### config.mk
export PLATFORM = sky130hd
export DESIGN_NAME = si_div_stage
export DESIGN_NICKNAME = d
export VERILOG_FILES = /design/src/hw/rtl/si_pkg.sv /design/src/hw/rtl/si_div_stage.sv
export SDC_FILE = /design/constraint.sdc
export NUM_CORES = 1
export LEC_CHECK = 0
export CAP_MARGIN = 20
export CORE_AREA = 2 2 168 170
export CTS_CLUSTER_SIZE = 30
export DETAILED_ROUTE_END_ITERATION = 16
export DIE_AREA = 0 0 170 172
export DONT_BUFFER_PORTS = 1
export MAX_ROUTING_LAYER = met4
export PLACE_DENSITY = 0.57
export SETUP_SLACK_MARGIN = 0.15
export SYNTH_ARGS = -nofsm -noshare
export SYNTH_HDL_FRONTEND = slang
export SYNTH_SLANG_ARGS = --single-unit
### constraint.sdc
create_clock -name clk -period 14.4 [get_ports clk]
set_input_delay 0 -clock clk [delete_from_list [all_inputs] [get_ports clk]]
set_output_delay 0 -clock clk [all_outputs]
set_load 0.01 [all_outputs]
### src/hw/rtl/si_pkg.sv
package si_pkg;

  localparam int COORD_WIDTH = 24;
  localparam int S_FRAC_BITS = 16;

  // widths of differences, products and cross products
  localparam int DW = COORD_WIDTH + 1;
  localparam int PW = 2 * DW;
  localparam int NW = PW + 1;

  // width of a direction scaled by s
  localparam int MW = DW + S_FRAC_BITS + 1;

  typedef struct packed {
    logic signed [COORD_WIDTH-1:0] seg_a_start_x;
    logic signed [COORD_WIDTH-1:0] seg_a_start_y;
    logic signed [COORD_WIDTH-1:0] seg_a_end_x;
    logic signed [COORD_WIDTH-1:0] seg_a_end_y;
    logic signed [COORD_WIDTH-1:0] seg_b_start_x;
    logic signed [COORD_WIDTH-1:0] seg_b_start_y;
    logic signed [COORD_WIDTH-1:0] seg_b_end_x;
    logic signed [COORD_WIDTH-1:0] seg_b_end_y;
  } in_t;

  typedef struct packed {
    logic                          hit;
    logic [S_FRAC_BITS-1:0]        frac_along_a;
    logic signed [COORD_WIDTH-1:0] cross_x;
    logic signed [COORD_WIDTH-1:0] cross_y;
  } out_t;

  // fields carried alongside the divider
  typedef struct packed {
    logic                          hit;
    logic signed [DW-1:0]          ax;
    logic signed [DW-1:0]          ay;
    logic signed [COORD_WIDTH-1:0] a0x;
    logic signed [COORD_WIDTH-1:0] a0y;
  } pass_t;

  typedef struct packed {
    logic                   valid;
    logic [NW-1:0]          rem;
    logic [NW-1:0]          d;
    logic [S_FRAC_BITS-1:0] q;
    pass_t                  pass;
  } div_t;

  function automatic logic signed [DW-1:0] sx(logic signed [COORD_WIDTH-1:0] v);
    return {v[COORD_WIDTH-1], v};
  endfunction

endpackage

### src/hw/rtl/si_div_stage.sv
module si_div_stage (
  input  logic         clk,
  input  logic         rst,
  input  logic         en,
  input  si_pkg::div_t st_in,
  output si_pkg::div_t st_out
);
  import si_pkg::*;

  logic [NW-1:0] r2;
  logic          ge;

  // one restoring quotient bit
  assign r2 = {st_in.rem[NW-2:0], 1'b0};
  assign ge = (r2 >= st_in.d);

  always_ff @(posedge clk) begin
    if (rst) begin
      st_out.valid <= 1'b0;
    end else if (en) begin
      st_out.valid <= st_in.valid;
      st_out.rem   <= ge ? r2 - st_in.d : r2;
      st_out.d     <= st_in.d;
      st_out.q     <= {st_in.q[S_FRAC_BITS-2:0], ge};
      st_out.pass  <= st_in.pass;
    end
  end

endmodule

==> results.txt <==
outcome: completed
Period minus WS final: 3790 ps
area added between synthesis and finish: 32.7%
post-synthesis sequential area ratio: 0.624
hold path startpoint: st_in[215]
Async SR Flop Fraction: 0
CP dominant cell by count: o21a_1
post-synthesis adder-cell area fraction: 0.0628
row cnt: 61
Die X: 170 um
worst-skew pair later-pin latency: 500 ps
RSZ-0062 raised after global routing: no
register bit count reported by yosys: 218
post-synthesis cell count: 772
Top reg by flops: st_out
Reg-to-Reg Start: st_out[217]$_SDFFE_PP0P_
Mapped Area: 10500 um^2
Net Count, Synth: 1045
Max-slew headroom: 0.273
Largest register FFs: 218
cell area after layout: 13900 um^2
die area: 29200 um^2
# DRC: 0
die height: 172 um
mux cell area share after synthesis: 0.0568
overall routed net length: 33000 um
number of gates resized after cts: 0
CP Cell Sequence: dlygate4sd3_1, inv_1, fa_1, a211oi_1, o21bai_1, a221oi_1, o21a_1, o21a_1, o21ai_0, a41oi_1, xnor2_1, mux2_4
CTS tree: built
CP peak stage delay: 630 ps
critical path peak fanout: 5
simple-gate area share of the yosys netlist: 0.0621
top flop regs: st_out (218)
R2R Path End: st_out[217]$_SDFFE_PP0P_
CP Capture Type: flop
RePlAce Congestion: 0.865
# setup viols final: 0
largest net degree at the start of global routing: 81
hold worst-path end: st_out[166]$_SDFFCE_PN0P_
# IOs: 439
PortBufs: 0
hold-critical path depth: 4
global-route wire length before repair: 45900 um
Final period util: 0.263
Max Freq: 0.264 GHz
Syn Area/Cell: 13.6 um^2
largest family of logic cells by synthesized area: compound AO/OA/AOI/OAI gates
post-synthesis compound-gate area fraction: 0.121
fraction of layout cells with a size suffix above 1: 0.101
total chip power: 1780 uW
PwrDens: 128 nW/um^2
CTS Sinks: 218
CTS clk-pin slew, worst paths: 60 ps
crit path max-delay cell type: dlygate4sd3_1
ys flop type: edfxtp_1
DRT iter0 DRCs: 380
Netlist cell types: 61
max-slew violations: 0
number of synthesized flops with an enable pin: 217
DRT Pass-1 Iters: 4
gr ovfl total: 0
Final #Nets: 1270
Core ar.: 27500 um^2
routed via count: 7267
max-cap violations: 0
final count of hold timing violations: 0
setup TNS: 0 ps
Cell Area, Placed: 10800 um^2
CP arrival: 4060 ps
Detailed Place HPWL: 22700 um
flop2flop setup slack: 13120 ps
clock buffer depth: 3
WP data required: 14670 ps
worst hold-check path type: input pin to flop
ANT nets after route: 0
Initial Util: 0.381
H-tree levels: 1
Warnings, synthesis: 0
pin slew with the least headroom to its limit: 1080 ps
Reg2Reg Depth: 3
DR WL/cell: 24.3 um
Layout Skew: 0 ps
vias per cell: 5.34
Total GRT Usage: 0.216
worst vdd ir: 0.000118 V
crit start category: input pin
Setup CP Type: input pin to flop
vias in the first global route: 7383
Root Buffer: clkbuf_16
Static Leakage: 0.00529 uW
Inserted Clock Buffers: 24
antenna violations before repair: 1
# fillers: 2387
hold_ws: 22.2 ps
xor/xnor share of the synthesized area: 0.0393
[critical path, delay by kind of cell]
family,cells,cell delay [ps]
AOI/OAI and AO/OA,7,2410
buffers and inverters,2,750
xor gates and xnor gates,1,110
muxes,1,260
adders and majority gates,1,510
[synthesized netlist by cell type, types with 6 or more instances]
cell,instances,share of area
o21ai_0,29,0.014
and2_1,6,0.0036
a31oi_1,7,0.0042
nand2_1,52,0.019
clkbuf_1,14,0.0050
nand4_1,7,0.0042
a21oi_1,56,0.027
nor2b_1,6,0.0036
and3_1,12,0.0072
mux2_4,9,0.013
nor2_1,22,0.0079
inv_1,60,0.021
ha_1,51,0.061
edfxtp_1,217,0.62
o31ai_1,7,0.0050
mux2_2,40,0.043
nand3_1,16,0.0076
a21o_1,26,0.019
xnor2_1,27,0.023
xor2_1,20,0.017
o21bai_1,8,0.0057
o21a_1,9,0.0064
[placed cells by master, fill, tap and decap left out, types with 3 or more instances in the layout]
cell	n
dlygate4sd3_1	217
edfxtp_1	217
inv_1	60
a21oi_1	56
nand2_1	52
ha_1	51
mux2_2	40
o21ai_0	29
xnor2_1	27
a21o_1	26
clkbuf_16	25
nor2_1	22
xor2_1	20
nand3_1	16
and3_1	12
o21a_1	9
mux2_4	9
o21bai_1	8
nand4_1	7
a31oi_1	7
o31ai_1	7
bufinv_16	7
and2_1	6
nor2b_1	5
a211oi_1	5
nor3_1	5
o211ai_1	4
or3_1	4
a2111oi_0	4
a221oi_1	3
o31a_1	3
clkbuf_1	3
clkinvlp_4	3
clkinv_4	3
buf_4	3
[cells by family after synthesis]
| family | Yosys count |
|---|---|
| adder cells (fa/ha/maj) | 52 |
| flip-flops | 218 |
| multiplexers | 50 |
| buffers and inverters | 82 |
| XOR/XNOR | 47 |
| AND/OR/NAND/NOR | 137 |
| AO/OA/AOI/OAI | 186 |
[what timing repair did]
| action | CTS | global route |
|---|---|---|
| setup buffers | 0 | 0 |
| hold buffers | 217 | 0 |
| endpoints found under the hold margin | 217 | 0 |
[layout make-up]
| type | instances | area (um^2) | area share |
|---|---|---|---|
| Clock inverter | 16 | 278 | 0.0200 |
| Inverter | 61 | 231 | 0.0166 |
| Timing Repair Buffer | 220 | 2190 | 0.158 |
| Multi-Input combinational cell | 472 | 3590 | 0.258 |
| Antenna cell | 1 | 2.50 | 0.000180 |
| Tap cell | 346 | 433 | 0.0311 |
| Clock buffer | 28 | 637 | 0.0458 |
| Sequential cell | 218 | 6540 | 0.470 |
[stage by stage]
stage	cells	utilization	setup slack (ps)
floorplan	772	-	3970
global placement	1100	0.394	10760
detailed placement	1100	0.394	10750
CTS	1361	0.506	10690
global route	1362	0.506	10370
finish	1362	0.506	10610
[worst max-delay path by stage]
stage,end,startpoint,cells past startpoint
floorplan,st_out[0]$_DFFE_PP_,rst,1
global placement,st_out[187]$_DFFE_PP_,st_in[117],12
detailed placement,st_out[191]$_DFFE_PP_,st_in[117],12
CTS,st_out[206]$_DFFE_PP_,st_in[115],12
global route,st_out[206]$_DFFE_PP_,st_in[115],12
finish,st_out[206]$_DFFE_PP_,st_in[115],12
[power breakdown]
part           switching [uW]  internal, uW
clock                     261           445
combinational             132           129
sequential               51.9           761
[layer usage]
metal	track usage	share of wire	vias to the layer above
met1	0.247	0.39	3539
met3	0.0586	0.083	44
met5	-	0	-
li1	-	-	3364
met4	0.0565	0.024	0
met2	0.378	0.51	320
No activity file was read; power rests on OpenSTA's default activity.
