`config.mk`:
```
export PLATFORM = sky130hd
export DESIGN_NAME = si_point
export DESIGN_NICKNAME = d
export VERILOG_FILES = /design/src/hw/rtl/si_pkg.sv /design/src/hw/rtl/si_point.sv
export SDC_FILE = /design/constraint.sdc
export NUM_CORES = 2
export LEC_CHECK = 0
export BUFFER_PORTS_ARGS = -buffer_cell sky130_fd_sc_hd__buf_2
export CELL_PAD_IN_SITES_DETAIL_PLACEMENT = 2
export CELL_PAD_IN_SITES_GLOBAL_PLACEMENT = 2
export CORE_MARGIN = 1
export CORE_UTILIZATION = 44
export DETAILED_ROUTE_END_ITERATION = 8
export PLACE_DENSITY_LB_ADDON = 0.1
export SLEW_MARGIN = 20
export SYNTH_ARGS = -nofsm -noshare
export SYNTH_HDL_FRONTEND = slang
export SYNTH_SLANG_ARGS = --single-unit
```
`constraint.sdc`:
```
create_clock -name clk -period 16.92 [get_ports clk]
set_input_delay 0.846 -clock clk [delete_from_list [all_inputs] [get_ports clk]]
set_output_delay 0.846 -clock clk [all_outputs]
set_load 0.005 [all_outputs]
```
`src/hw/rtl/si_pkg.sv`:
```
package si_pkg;

  localparam int COORD_WIDTH = 24;
  localparam int S_FRAC_BITS = 16;

  // widths of differences, products and cross products
  localparam int DW = COORD_WIDTH + 1;
  localparam int PW = 2 * DW;
  localparam int NW = PW + 1;

  // width of a direction scaled by s
  localparam int MW = DW + S_FRAC_BITS + 1;

  typedef struct packed {
    logic signed [COORD_WIDTH-1:0] seg_a_start_x;
    logic signed [COORD_WIDTH-1:0] seg_a_start_y;
    logic signed [COORD_WIDTH-1:0] seg_a_end_x;
    logic signed [COORD_WIDTH-1:0] seg_a_end_y;
    logic signed [COORD_WIDTH-1:0] seg_b_start_x;
    logic signed [COORD_WIDTH-1:0] seg_b_start_y;
    logic signed [COORD_WIDTH-1:0] seg_b_end_x;
    logic signed [COORD_WIDTH-1:0] seg_b_end_y;
  } in_t;

  typedef struct packed {
    logic                          hit;
    logic [S_FRAC_BITS-1:0]        frac_along_a;
    logic signed [COORD_WIDTH-1:0] cross_x;
    logic signed [COORD_WIDTH-1:0] cross_y;
  } out_t;

  // fields carried alongside the divider
  typedef struct packed {
    logic                          hit;
    logic signed [DW-1:0]          ax;
    logic signed [DW-1:0]          ay;
    logic signed [COORD_WIDTH-1:0] a0x;
    logic signed [COORD_WIDTH-1:0] a0y;
  } pass_t;

  typedef struct packed {
    logic                   valid;
    logic [NW-1:0]          rem;
    logic [NW-1:0]          d;
    logic [S_FRAC_BITS-1:0] q;
    pass_t                  pass;
  } div_t;

  function automatic logic signed [DW-1:0] sx(logic signed [COORD_WIDTH-1:0] v);
    return {v[COORD_WIDTH-1], v};
  endfunction

endpackage

```
`src/hw/rtl/si_point.sv`:
```
module si_point (
  input  logic         clk,
  input  logic         rst,
  input  logic         en,
  input  si_pkg::div_t st_in,
  output logic         valid_out,
  output si_pkg::out_t data_out
);
  import si_pkg::*;

  logic                          v1, hit1;
  logic signed [MW-1:0]          mx, my;
  logic [S_FRAC_BITS-1:0]        q1;
  logic signed [COORD_WIDTH-1:0] a0x1, a0y1;
  logic signed [MW-1:0]          sx_sh, sy_sh;
  logic signed [MW-1:0]          px, py;

  always_ff @(posedge clk) begin
    if (rst) begin
      v1 <= 1'b0;
      valid_out <= 1'b0;
    end else if (en) begin
      v1 <= st_in.valid;
      valid_out <= v1;
    end
  end

  // floor shift is an arithmetic shift
  assign sx_sh = mx >>> S_FRAC_BITS;
  assign sy_sh = my >>> S_FRAC_BITS;
  assign px    = MW'(a0x1) + sx_sh;
  assign py    = MW'(a0y1) + sy_sh;

  always_ff @(posedge clk) begin
    if (en) begin
      // scale direction by s
      mx   <= st_in.pass.ax * $signed({1'b0, st_in.q});
      my   <= st_in.pass.ay * $signed({1'b0, st_in.q});
      q1   <= st_in.q;
      hit1 <= st_in.pass.hit;
      a0x1 <= st_in.pass.a0x;
      a0y1 <= st_in.pass.a0y;
      // result word, zero on miss
      data_out.hit          <= hit1;
      data_out.frac_along_a <= hit1 ? q1 : '0;
      data_out.cross_x      <= hit1 ? px[COORD_WIDTH-1:0] : '0;
      data_out.cross_y      <= hit1 ? py[COORD_WIDTH-1:0] : '0;
    end
  end

endmodule

```
==> results.json <==
{
  "ys_top_cells_by_area": "fa_1, edfxtp_1, inv_1",
  "drv_slew": 0,
  "yosysTopAreaCellShare_pct": 43.8,
  "grt_util_all_layers_pct": 29.2,
  "die_y_um": 282,
  "cts_hold_buffers": 0,
  "slew_headroom_pct": 37.5,
  "synth_area_leader_cell": "fa_1",
  "drt_iter0_markers": 1024,
  "die_x_um": 282,
  "cts_made_buffers": 17,
  "num_vias": 24500,
  "critPathLaunchType": "primary input",
  "post-cts-setup-buffers": 0,
  "synth-simple-area-share_pct": 14.2,
  "start_util_pct": 44.6,
  "die_area_sq_um": 79700,
  "final_area_sq_um": 37000,
  "cts_buffer_depth": 2,
  "crit_type": "in -> reg",
  "synth_xor_area_share_pct": 2.43,
  "ys_types": 58,
  "clock-sinks": 180,
  "maxCapViolations": 0,
  "postPlaceCellArea_sq_um": 36400,
  "tns_ns": 0,
  "portBuffers": 184,
  "crit_required_ns": 17.16,
  "antenna_found_initial": 6,
  "async_flop_share_pct": 0,
  "post_cts_resized": 0,
  "yosys-mux-area-fraction_pct": 0.145,
  "critPathMostFrequentCell": "fa_1",
  "wl_per_cell_um": 23.4,
  "synthCells": 3544,
  "fin_util_pct": 47.7,
  "synth_warnings": 0,
  "synth-compound-area-share_pct": 3.92,
  "placementRows": 102,
  "placed_cells": 4641,
  "grt_max_degree": 70,
  "drt-total-wl_um": 109000,
  "synth_fa_ha_area_share_pct": 52.4,
  "grt_pass1_vias": 30200,
  "hold_viol": 0,
  "avgViaCountPerCell": 5.24,
  "path_clk_slew_ns": 0.07,
  "grt_first_pass_wirelength_um": 173000,
  "clock_skew_ns": 0.0137,
  "synth-seq-cells": 180,
  "ant_nets": 0,
  "drc": 0,
  "min_path_type": "in -> reg",
  "max_stage_delay_ns": 0.83,
  "overflow": 0,
  "synth_nets": 4759,
  "synth_common_cells": "inv_1, fa_1, nand2_1, and2_1, ha_1",
  "finalNonFillerCells": 4675,
  "path_max_fanout": 26,
  "path_delay_family": "adder cells",
  "synth.avg_cell_area_sq_um": 9.76,
  "synth-edff-count": 178,
  "synth_area_sq_um": 34600,
  "dr.pass1.iters": 5,
  "outcome": "completed",
  "worstPathCellList": "buf_2 > buf_4 > nand2_1 > fa_1 > fa_1 > fa_1 > fa_1 > fa_1 > fa_1 > inv_1 > ha_1 > nand4_1 > nor2_1 > nand2_1 > a2111oi_1 > a211oi_2 > a211o_1 > a31oi_1 > and2_1 > o21a_1 > nor2_1 > xnor2_1",
  "io_pins": 287,
  "place_congestion": 0.797,
  "drive_gt1_share_pct": 6.85,
  "yosysMostFrequentCell": "inv_1",
  "timing.final.crit_share_pct": 46.9,
  "area_delta_synth_final_pct": 6.97,
  "yosysSeqAreaShare_pct": 15.6,
  "coreArea_sq_um": 77600,
  "h-tree-depth": 4,
  "arrival_ns": 8.19,
  "cts-root-buf": "clkbuf_16",
  "dp_hpwl_um": 81900,
  "clk_latency_ns": 0.50,
  "rsz0062_at_grt": "no",
  "cts_tree": "built",
  "period_needed_ns": 7.94,
  "tightestPinTransition_ns": 0.915,
  "synth_top_family_by_area": "adder cells",
  "critical_path.slowest_cell": "a2111oi_1",
  "setup_viol": 0,
  "synth_ff_type": "edfxtp_1",
  "crit_buf_inv": 3,
  "final_nets": 4835,
  "end_kind": "flip-flop",
  "fmax_mhz": 126
}
placed cells by master, fill, tap and decap left out, types with 6 or more instances in the layout:
cell | netlist | final
inv_1 | 895 | 895
fa_1 | 756 | 756
nand2_1 | 511 | 511
and2_1 | 332 | 332
ha_1 | 238 | 238
buf_2 | 0 | 182
edfxtp_1 | 178 | 178
nor2_1 | 90 | 90
xnor2_1 | 63 | 63
a21oi_1 | 52 | 52
a21o_1 | 34 | 34
xor2_1 | 33 | 33
nor3_1 | 24 | 24
o21ai_0 | 22 | 22
buf_4 | 0 | 21
o21ai_1 | 17 | 17
clkbuf_16 | 0 | 17
nand2b_1 | 16 | 16
nand3_1 | 15 | 15
nor2b_1 | 12 | 12
o21a_1 | 12 | 12
a211oi_1 | 10 | 10
and3_1 | 8 | 8
nand4_1 | 6 | 6
layer usage:
metal	GRT usage, %	part of all wire (%)
met1	33.3	38
met2	56.2	56
met3	2.59	2.7
met4	10.3	3.2
met5	0	0.014
area by class of cell:
cell class / instances / area, sq um
fill: 8362 / 40600
sequential: 180 / 5390
tap: 1040 / 1300
antenna: 2 / 5.00
multi-input combinational: 2320 / 25300
inverter: 897 / 3370
clock inverter: 14 / 144
timing repair buffer: 204 / 1080
clock buffer: 18 / 429
kinds of logic after synthesis:
family,after synthesis
buffers and inverters,1044
AND/OR/NAND/NOR,1031
adder cells (fa/ha/maj),994
AO/OA/AOI/OAI,194
flip-flops,180
XOR/XNOR,96
multiplexers,5
stage by stage:
step	setup slack (ns)	hold WS, ns
final	8.98	0.523
after global routing	8.66	0.500
after CTS	8.97	0.480
after detailed placement	8.45	0.517
after global placement	8.27	0.469
after floorplan	10.02	0.424
path summary, 6_finish.rpt:
kind,start,end,slack [ns],cells after the start
max,st_in[110],my[37]$_DFFE_PP_,8.98,22
min,st_in[39],a0x1[15]$_DFFE_PP_,0.52,1
max reg2reg,mx[16]$_DFFE_PP_,data_out[46]$_SDFFCE_PN0P_,12.98,14
min reg2reg,q1[0]$_DFFE_PP_,data_out[48]$_SDFFCE_PN0P_,0.54,1
state kept, by name, summed over array words and instances (netlist names):
name	cells
my	24
mx	24
data_out	65
valid_out	1
hit1	1
v1	1
a0y1	24
a0x1	24
q1	16
Power is left out: the tool's default activity adds up to more than one toggle a clock period on the data nets, which glitch-free logic cannot reach.
